==> src/rtl/arpc_pkg.sv <==
package arpc_pkg;

  localparam int unsigned TABLE_ENTRIES_DEF = 16;

  localparam logic [10:0] HEADER_BYTES = 11'd28;
  localparam logic [15:0] HW_ETHERNET  = 16'h0001;
  localparam logic [15:0] PROTO_IPV4   = 16'h0800;
  localparam logic [15:0] OP_REQUEST   = 16'h0001;
  localparam logic [15:0] OP_REPLY     = 16'h0002;

  localparam logic FUNC_LEARN  = 1'b0;
  localparam logic FUNC_LOOKUP = 1'b1;

  typedef enum logic [2:0] {
    STAT_INSERTED = 3'd0,
    STAT_KNOWN    = 3'd1,
    STAT_FULL     = 3'd2,
    STAT_SHORT    = 3'd3,
    STAT_BADTYPE  = 3'd4,
    STAT_OTHEROP  = 3'd5,
    STAT_HIT      = 3'd6,
    STAT_MISS     = 3'd7
  } status_e;

  // Controller to datapath
  typedef struct packed {
    logic load;       // capture the input item and restart the scan
    logic scan;       // issue the next table read, compare the previous one
    logic scan_done;  // capture the search outcome
    logic finish;     // commit the item and load the output register
  } cmd_t;

  // Datapath to controller
  typedef struct packed {
    logic chk_fail;
    logic match;
    logic scan_end;
    logic out_free;
  } sts_t;

endpackage

==> src/rtl/arpc_ctrl.sv <==
module arpc_ctrl (
  input  logic            clk_i,
  input  logic            rst_ni,
  input  logic            in_valid_i,
  output logic            in_stall_o,
  input  arpc_pkg::sts_t  sts_i,
  output arpc_pkg::cmd_t  cmd_o
);
  import arpc_pkg::*;

  typedef enum logic [2:0] {
    S_IDLE   = 3'b001,
    S_SCAN   = 3'b010,
    S_RESULT = 3'b100
  } state_e;

  state_e state_q, state_d;

  always_comb begin
    state_d    = state_q;
    cmd_o      = '0;
    in_stall_o = 1'b1;
    unique case (state_q)
      S_IDLE: begin
        in_stall_o = 1'b0;
        if (in_valid_i) begin
          cmd_o.load = 1'b1;
          state_d    = S_SCAN;
        end
      end
      S_SCAN: begin
        cmd_o.scan = 1'b1;
        if (sts_i.chk_fail || sts_i.match || sts_i.scan_end) begin
          cmd_o.scan_done = 1'b1;
          state_d         = S_RESULT;
        end
      end
      S_RESULT: begin
        // hold until the output register can take the result
        if (sts_i.out_free) begin
          cmd_o.finish = 1'b1;
          state_d      = S_IDLE;
        end
      end
      default: begin
        state_d = S_IDLE;
      end
    endcase
  end

  always_ff @(posedge clk_i or negedge rst_ni) begin
    if (!rst_ni) begin
      state_q <= S_IDLE;
    end else begin
      state_q <= state_d;
    end
  end

endmodule

==> src/rtl/arpc_dp.sv <==
module arpc_dp #(
  parameter int unsigned TABLE_ENTRIES = arpc_pkg::TABLE_ENTRIES_DEF
) (
  input  logic            clk_i,
  input  logic            rst_ni,
  input  arpc_pkg::cmd_t  cmd_i,
  output arpc_pkg::sts_t  sts_o,
  input  logic            func_i,
  input  logic [10:0]     packet_length_i,
  input  logic [15:0]     hw_type_i,
  input  logic [15:0]     proto_type_i,
  input  logic [15:0]     opcode_i,
  input  logic [31:0]     ip_address_i,
  input  logic [47:0]     sender_mac_i,
  output logic            out_valid_o,
  input  logic            out_stall_i,
  output logic [2:0]      status_o,
  output logic [47:0]     mac_address_o,
  output logic [4:0]      entry_count_o
);
  import arpc_pkg::*;

  localparam int unsigned IDX_W = (TABLE_ENTRIES > 1) ? $clog2(TABLE_ENTRIES) : 1;
  localparam int unsigned CNT_W = $clog2(TABLE_ENTRIES + 1);
  localparam logic [CNT_W-1:0] FULL_CNT = CNT_W'(TABLE_ENTRIES);

  logic [31:0] ip_mem  [TABLE_ENTRIES];
  logic [47:0] mac_mem [TABLE_ENTRIES];

  logic             func_q;
  logic [31:0]      ip_q;
  logic [47:0]      mac_in_q;
  logic             chk_fail_q, chk_fail_d;
  status_e          chk_code_q, chk_code_d;
  logic [CNT_W-1:0] rd_idx_q;
  logic             pend_q;
  logic [31:0]      ip_rd_q;
  logic [47:0]      mac_rd_q;
  logic             found_q;
  logic [47:0]      hit_mac_q;
  logic [CNT_W-1:0] fill_q, fill_d;
  logic             out_valid_q;
  status_e          out_status_q;
  logic [47:0]      out_mac_q;
  logic [4:0]       out_cnt_q;

  logic             issue;
  logic             match;
  logic             wr_en;
  status_e          res_status;
  logic [47:0]      res_mac;
  logic [CNT_W+4:0] fill_ext;

  // Header checks on learn items, in priority order: length, types, opcode
  always_comb begin
    chk_fail_d = 1'b0;
    chk_code_d = STAT_MISS;
    if (func_i == FUNC_LEARN) begin
      if (packet_length_i < HEADER_BYTES) begin
        chk_fail_d = 1'b1;
        chk_code_d = STAT_SHORT;
      end else if (hw_type_i != HW_ETHERNET || proto_type_i != PROTO_IPV4) begin
        chk_fail_d = 1'b1;
        chk_code_d = STAT_BADTYPE;
      end else if (opcode_i != OP_REQUEST && opcode_i != OP_REPLY) begin
        chk_fail_d = 1'b1;
        chk_code_d = STAT_OTHEROP;
      end
    end
  end

  always_ff @(posedge clk_i) begin
    if (cmd_i.load) begin
      func_q     <= func_i;
      ip_q       <= ip_address_i;
      mac_in_q   <= sender_mac_i;
      chk_code_q <= chk_code_d;
    end
  end

  always_ff @(posedge clk_i or negedge rst_ni) begin
    if (!rst_ni) begin
      chk_fail_q <= 1'b0;
    end else if (cmd_i.load) begin
      chk_fail_q <= chk_fail_d;
    end
  end

  // Scan: one read issued per cycle, compared in the cycle after
  assign issue = rd_idx_q < fill_q;
  assign match = pend_q && (ip_rd_q == ip_q);

  always_ff @(posedge clk_i or negedge rst_ni) begin
    if (!rst_ni) begin
      rd_idx_q <= '0;
      pend_q   <= 1'b0;
    end else if (cmd_i.load) begin
      rd_idx_q <= '0;
      pend_q   <= 1'b0;
    end else if (cmd_i.scan) begin
      pend_q <= issue;
      if (issue) begin
        rd_idx_q <= rd_idx_q + 1'b1;
      end
    end
  end

  always_ff @(posedge clk_i) begin
    if (cmd_i.scan && issue) begin
      ip_rd_q  <= ip_mem[rd_idx_q[IDX_W-1:0]];
      mac_rd_q <= mac_mem[rd_idx_q[IDX_W-1:0]];
    end
    if (wr_en) begin
      ip_mem[fill_q[IDX_W-1:0]]  <= ip_q;
      mac_mem[fill_q[IDX_W-1:0]] <= mac_in_q;
    end
  end

  always_ff @(posedge clk_i or negedge rst_ni) begin
    if (!rst_ni) begin
      found_q <= 1'b0;
    end else if (cmd_i.scan_done) begin
      found_q <= match;
    end
  end

  always_ff @(posedge clk_i) begin
    if (cmd_i.scan_done) begin
      hit_mac_q <= mac_rd_q;
    end
  end

  always_comb begin
    res_status = STAT_MISS;
    res_mac    = '0;
    wr_en      = 1'b0;
    if (chk_fail_q) begin
      res_status = chk_code_q;
    end else if (func_q == FUNC_LOOKUP) begin
      if (found_q) begin
        res_status = STAT_HIT;
        res_mac    = hit_mac_q;
      end
    end else if (found_q) begin
      res_status = STAT_KNOWN;
    end else if (fill_q == FULL_CNT) begin
      res_status = STAT_FULL;
    end else begin
      res_status = STAT_INSERTED;
      wr_en      = cmd_i.finish;
    end
  end

  assign fill_d   = fill_q + CNT_W'(wr_en);
  assign fill_ext = {5'd0, fill_d};

  always_ff @(posedge clk_i or negedge rst_ni) begin
    if (!rst_ni) begin
      fill_q <= '0;
    end else begin
      fill_q <= fill_d;
    end
  end

  // Output register: a finished result waits here until transferred
  always_ff @(posedge clk_i or negedge rst_ni) begin
    if (!rst_ni) begin
      out_valid_q <= 1'b0;
    end else if (cmd_i.finish) begin
      out_valid_q <= 1'b1;
    end else if (!out_stall_i) begin
      out_valid_q <= 1'b0;
    end
  end

  always_ff @(posedge clk_i) begin
    if (cmd_i.finish) begin
      out_status_q <= res_status;
      out_mac_q    <= res_mac;
      out_cnt_q    <= fill_ext[4:0];
    end
  end

  assign sts_o.chk_fail = chk_fail_q;
  assign sts_o.match    = match;
  assign sts_o.scan_end = !issue && !pend_q;
  assign sts_o.out_free = !out_valid_q || !out_stall_i;

  assign out_valid_o   = out_valid_q;
  assign status_o      = out_status_q;
  assign mac_address_o = out_mac_q;
  assign entry_count_o = out_cnt_q;

  a_fill_bound: assert property (@(posedge clk_i) disable iff (!rst_ni)
    fill_q <= FULL_CNT)
    else $error("fill count above table size");

  a_write_grows: assert property (@(posedge clk_i) disable iff (!rst_ni)
    wr_en |=> fill_q == $past(fill_q) + 1'b1)
    else $error("append did not advance fill count");

  a_finish_shows: assert property (@(posedge clk_i) disable iff (!rst_ni)
    cmd_i.finish |=> out_valid_q)
    else $error("finished item not presented");

endmodule

==> src/rtl/arp_address_cache_core.sv <==
// Append-only IPv4 to MAC cache. func_i = 0 learns the sender of a received
// ARP packet (dropped as short, bad type or other opcode when the header
// checks fail, reported known if the address is present, full if there is no
// room); func_i = 1 looks an address up and returns the first matching MAC.
// One item is handled at a time. Its handling time is set by a linear scan
// that reads one table entry per cycle from the address memories and
// compares it in the cycle after. A scan with no match runs over every filled
// entry, a match ends the scan at the first matching entry, and a failed
// header check ends it at once. The next item is taken in the cycle after
// the result is registered.
// The result sits in an output register, so a new item can be taken while
// the previous result waits. Entries are never replaced or aged, and the
// table starts empty after reset with no clearing pass.
module arp_address_cache_core #(
  parameter int unsigned TABLE_ENTRIES = arpc_pkg::TABLE_ENTRIES_DEF
) (
  input  logic        clk_i,
  input  logic        rst_ni,
  input  logic        in_valid_i,
  output logic        in_stall_o,
  input  logic        func_i,
  input  logic [10:0] packet_length_i,
  input  logic [15:0] hw_type_i,
  input  logic [15:0] proto_type_i,
  input  logic [15:0] opcode_i,
  input  logic [31:0] ip_address_i,
  input  logic [47:0] sender_mac_i,
  output logic        out_valid_o,
  input  logic        out_stall_i,
  output logic [2:0]  status_o,
  output logic [47:0] mac_address_o,
  output logic [4:0]  entry_count_o
);
  import arpc_pkg::*;

  cmd_t cmd;
  sts_t sts;

  arpc_ctrl u_ctrl (
    .clk_i      (clk_i),
    .rst_ni     (rst_ni),
    .in_valid_i (in_valid_i),
    .in_stall_o (in_stall_o),
    .sts_i      (sts),
    .cmd_o      (cmd)
  );

  arpc_dp #(
    .TABLE_ENTRIES (TABLE_ENTRIES)
  ) u_dp (
    .clk_i           (clk_i),
    .rst_ni          (rst_ni),
    .cmd_i           (cmd),
    .sts_o           (sts),
    .func_i          (func_i),
    .packet_length_i (packet_length_i),
    .hw_type_i       (hw_type_i),
    .proto_type_i    (proto_type_i),
    .opcode_i        (opcode_i),
    .ip_address_i    (ip_address_i),
    .sender_mac_i    (sender_mac_i),
    .out_valid_o     (out_valid_o),
    .out_stall_i     (out_stall_i),
    .status_o        (status_o),
    .mac_address_o   (mac_address_o),
    .entry_count_o   (entry_count_o)
  );

endmodule
==> config.mk <==
export PLATFORM = sky130hd
export DESIGN_NAME = arp_address_cache_core
export DESIGN_NICKNAME = d
export VERILOG_FILES = /design/src/rtl/arpc_pkg.sv /design/src/rtl/arpc_ctrl.sv /design/src/rtl/arpc_dp.sv /design/src/rtl/arp_address_cache_core.sv
export SDC_FILE = /design/constraint.sdc
export NUM_CORES = 1
export LEC_CHECK = 0
export BUFFER_PORTS_ARGS = -buffer_cell sky130_fd_sc_hd__buf_2
export CAP_MARGIN = 5
export CORE_MARGIN = 3
export CORE_UTILIZATION = 61
export CTS_CLUSTER_DIAMETER = 150
export DETAILED_ROUTE_END_ITERATION = 10
export PLACE_DENSITY_LB_ADDON = 0.12
export SETUP_SLACK_MARGIN = 0.2
export SYNTH_ARGS = -nofsm -noshare
export SYNTH_HDL_FRONTEND = slang
export SYNTH_SLANG_ARGS = --single-unit
==> constraint.sdc <==
create_clock -name clk_i -period 8.92 [get_ports clk_i]
set_clock_uncertainty 0.1 [all_clocks]
set_input_delay 0.446 -clock clk_i [delete_from_list [all_inputs] [get_ports clk_i]]
set_output_delay 0.446 -clock clk_i [all_outputs]
set_load 0.01 [all_outputs]
==> reports/metrics.cfg <==
[critical_path]
critPathArrivalTime_ps=4780
worstSetupStartpointType=flip-flop
critPathMaxStageDelay_ps=1090
crit_type=reg2reg
crit_path_end_kind=flip-flop
cp_data_required_time_ps=9300
path_cells=buf_4 > buf_4 > mux4_2 > mux4_2
cpMaxStageDelayCell=dfrtp_4
cp_max_fo=71

[floorplan]
die_w_um=314.1
fp.dieArea_um2=98660
core_area_um2=93750
start_util_pct=61.77
boundaryPins=202
fp-row-count=112
die_y_um=314.1

[cts]
clk_pin_slew_ps=60
cts.sinks=1565
cts-htree-levels=4
insertion_delay_ps=740
root_buffer=clkbuf_16
cts_made_buffers=151
hold_buffers=85
cts_tree=done
cts_resized=0
cts_max_path_buffers=3
postCtsSetupRepairBufs=0

[cells_and_area]
nFillCells=5410
layout_commonest_cell=edfxtp_1
seq_area_um2=46930
layout.nets=2835
final_util_pct=70.45
multiInputGateArea_um2=10540
final_cell_mix=1548 x edfxtp_1, 400 x mux4_2, 199 x buf_2
drive_gt1_share_pct=31.64
syn2layout_area_growth_pct=14.07
fin_area_um2=66050
fin_cells=4058

[place]
dp_hpwl_um=58160
placed_cell_area_um2=60500
port_buffers=199
place.gp.congestion=0.7567
place_ws_ps=4535
dp.cells=3699

[synthesis]
synth.yosys.seq_area_share_pct=81.01
avgSynthCellArea_um2=25.31
synth_edf_count=1548
synth-async-reset-ratio_pct=1.086
mappedNetlistArea_um2=57910
synth-seq-cells=1565
syn_inst=2288
yosysWarnings=0
synth_top_flop_cell=edfxtp_1
syn_nets=2440
synth_cell_types=43

[sta]
timing_hold_violations_final=0
period_needed_ps=4395
max_freq_mhz=227.5
setup_viol=0
tightest_slew_ps=1126
relSlewSlack_pct=24.91
setup-tns-final_ps=0
rsz0062_at_grt=false
final.setup.worst_slack_ps=4525
fin_hold_ws_ps=76.16
slew_viol_final=0
post-route-period-util_pct=49.27

[pwr]
intPower_mw=12.72
p_sw_share_pct=21.80
power.density_nw_per_um2=246.3
leakagePower_nw=20.60
p_comb_share_pct=7.6
ir_drop_mv=0.1860
p_total_mw=16.27
p_switching_mw=3.547
p_clk_share_pct=37.1
pwr-share-seq_pct=55.3

[global_routing]
grt_max_degree=72
grt_pass1_wl_um=179600
grt_use_total_pct=25.48
antenna_found_initial=1
grt_overflow_total=0
grt_pass1_vias=26890

[run_status]
status=finished clean

[job]
cap_violations=0

[detailed_routing]
drt_wl_total_um=121400
num_vias=25770
avgRoutedWirePerCell_um=29.92
drtAntennaViolNets=0
vias_per_cell=6.351
first_iter_violations=3140
route.detailed.drc=0
firstDrtPassIters=5

[hold_path]
hold_class=in2reg

-- critical path, delay by kind of cell, from the launching register on --
family | cells | cell delay (ps)
muxes | 2 | 910
buffers and inverters | 2 | 1930
DFF | 1 | 1090
-- Yosys cell counts, types with 2 or more instances --
cell      instances  area share [%]
nand3_1          11           0.095
a21oi_1           7           0.060
nand2b_1          2           0.022
xor2_1            3           0.045
inv_1             8           0.052
o211ai_1          2           0.026
mux2_2            2           0.039
nor2b_1           3           0.032
edfxtp_1       1548              80
nor4_1           10            0.11
or3_1             2           0.022
clkbuf_1         49            0.32
nand2_1          17            0.11
nand4_1          11            0.12
and2_1           49            0.53
xnor2_1          34            0.51
ha_1              8            0.17
nor2_1           24            0.16
nor4b_1           2           0.030
dfrtp_1          16            0.69
nor3_1            7           0.060
nand3b_1          2           0.026
buf_4            20            0.26
mux2i_1           2           0.035
buf_1             6           0.039
buf_6            12            0.23
mux4_2          400              16
buf_2            12            0.10
o21ai_0           5           0.043
-- logic make-up (layout without fill, tap and decap cells) --
kind of cell | Yosys count | count (layout) | share of synthesized area [%]
fa+ha+maj | 8 | 8 | 0.1729
compound gates | 21 | 21 | 0.2226
other cells | 0 | 1 | 0
mux | 404 | 404 | 15.63
xor+xnor | 37 | 37 | 0.5597
simple gates | 145 | 145 | 1.389
flops | 1565 | 1565 | 81.01
buf+inv | 108 | 623 | 1.011
-- metal layers --
metal	vias to the layer above	track usage, %	part of all wire (%)
met5	-	0	0
met3	160	4.983	8.1
li1	10610	-	-
met2	1196	40.00	49
met1	13810	38.12	41
met4	0	6.187	1.8
-- layout make-up --
class	count	share of cell area, %
inverter	9	0.06251
multi-input combinational	615	15.96
antenna	1	0.003789
clock inverter	75	0.8354
clock buffer	198	6.276
sequential	1565	71.05
timing repair buffer	341	3.444
tap	1254	2.375
-- state kept, by name, indices dropped and copies added, names as in the netlist, 3 cells and up --
signal / flops
u_dp.hit_mac_q: 48
u_dp.chk_code_q: 3
u_dp.fill_q: 5
u_dp.status_o: 3
u_dp.ip_mem: 512
u_dp.rd_idx_q: 5
u_dp.ip_rd_q: 32
u_dp.mac_rd_q: 48
u_ctrl.state_q: 3
u_dp.ip_q: 32
u_dp.mac_address_o: 48
u_dp.mac_mem: 768
u_dp.entry_count_o: 5
u_dp.mac_in_q: 48
-- power groups by stage --
| stage | Clock, mW | Sequential (mW) | Combinational (mW) |
|---|---|---|---|
| 2_1_floorplan | 0 | 8.98 | 1.02 |
| 3_3_place_gp | 0 | 9.09 | 1.23 |
| 3_5_place_dp | 0 | 9.14 | 1.25 |
| 4_1_cts | 6.15 | 8.99 | 1.28 |
| 5_1_grt | 6.45 | 9.04 | 1.35 |
| 6_report | 6.03 | 8.99 | 1.24 |
-- final timing paths --
| kind | from | end | slack, ps | cells after the start |
|---|---|---|---|---|
| max | u_dp.rd_idx_q[1] | u_dp.mac_rd_q[18] | 4520 | 4 |
| min | proto_type_i[6] | u_dp.chk_code_q[0] | 80 | 4 |
| max reg2reg | u_dp.rd_idx_q[1] | u_dp.mac_rd_q[18] | 4520 | 4 |
| min reg2reg | u_dp.mac_rd_q[46] | u_dp.hit_mac_q[46] | 320 | 0 |
| max in group asynchronous | rst_ni | u_dp.rd_idx_q[1] | 8280 | 2 |
| min in group asynchronous | rst_ni | u_dp.chk_fail_q | 100 | 2 |
Note: power is estimated with default switching activity, not from simulation.
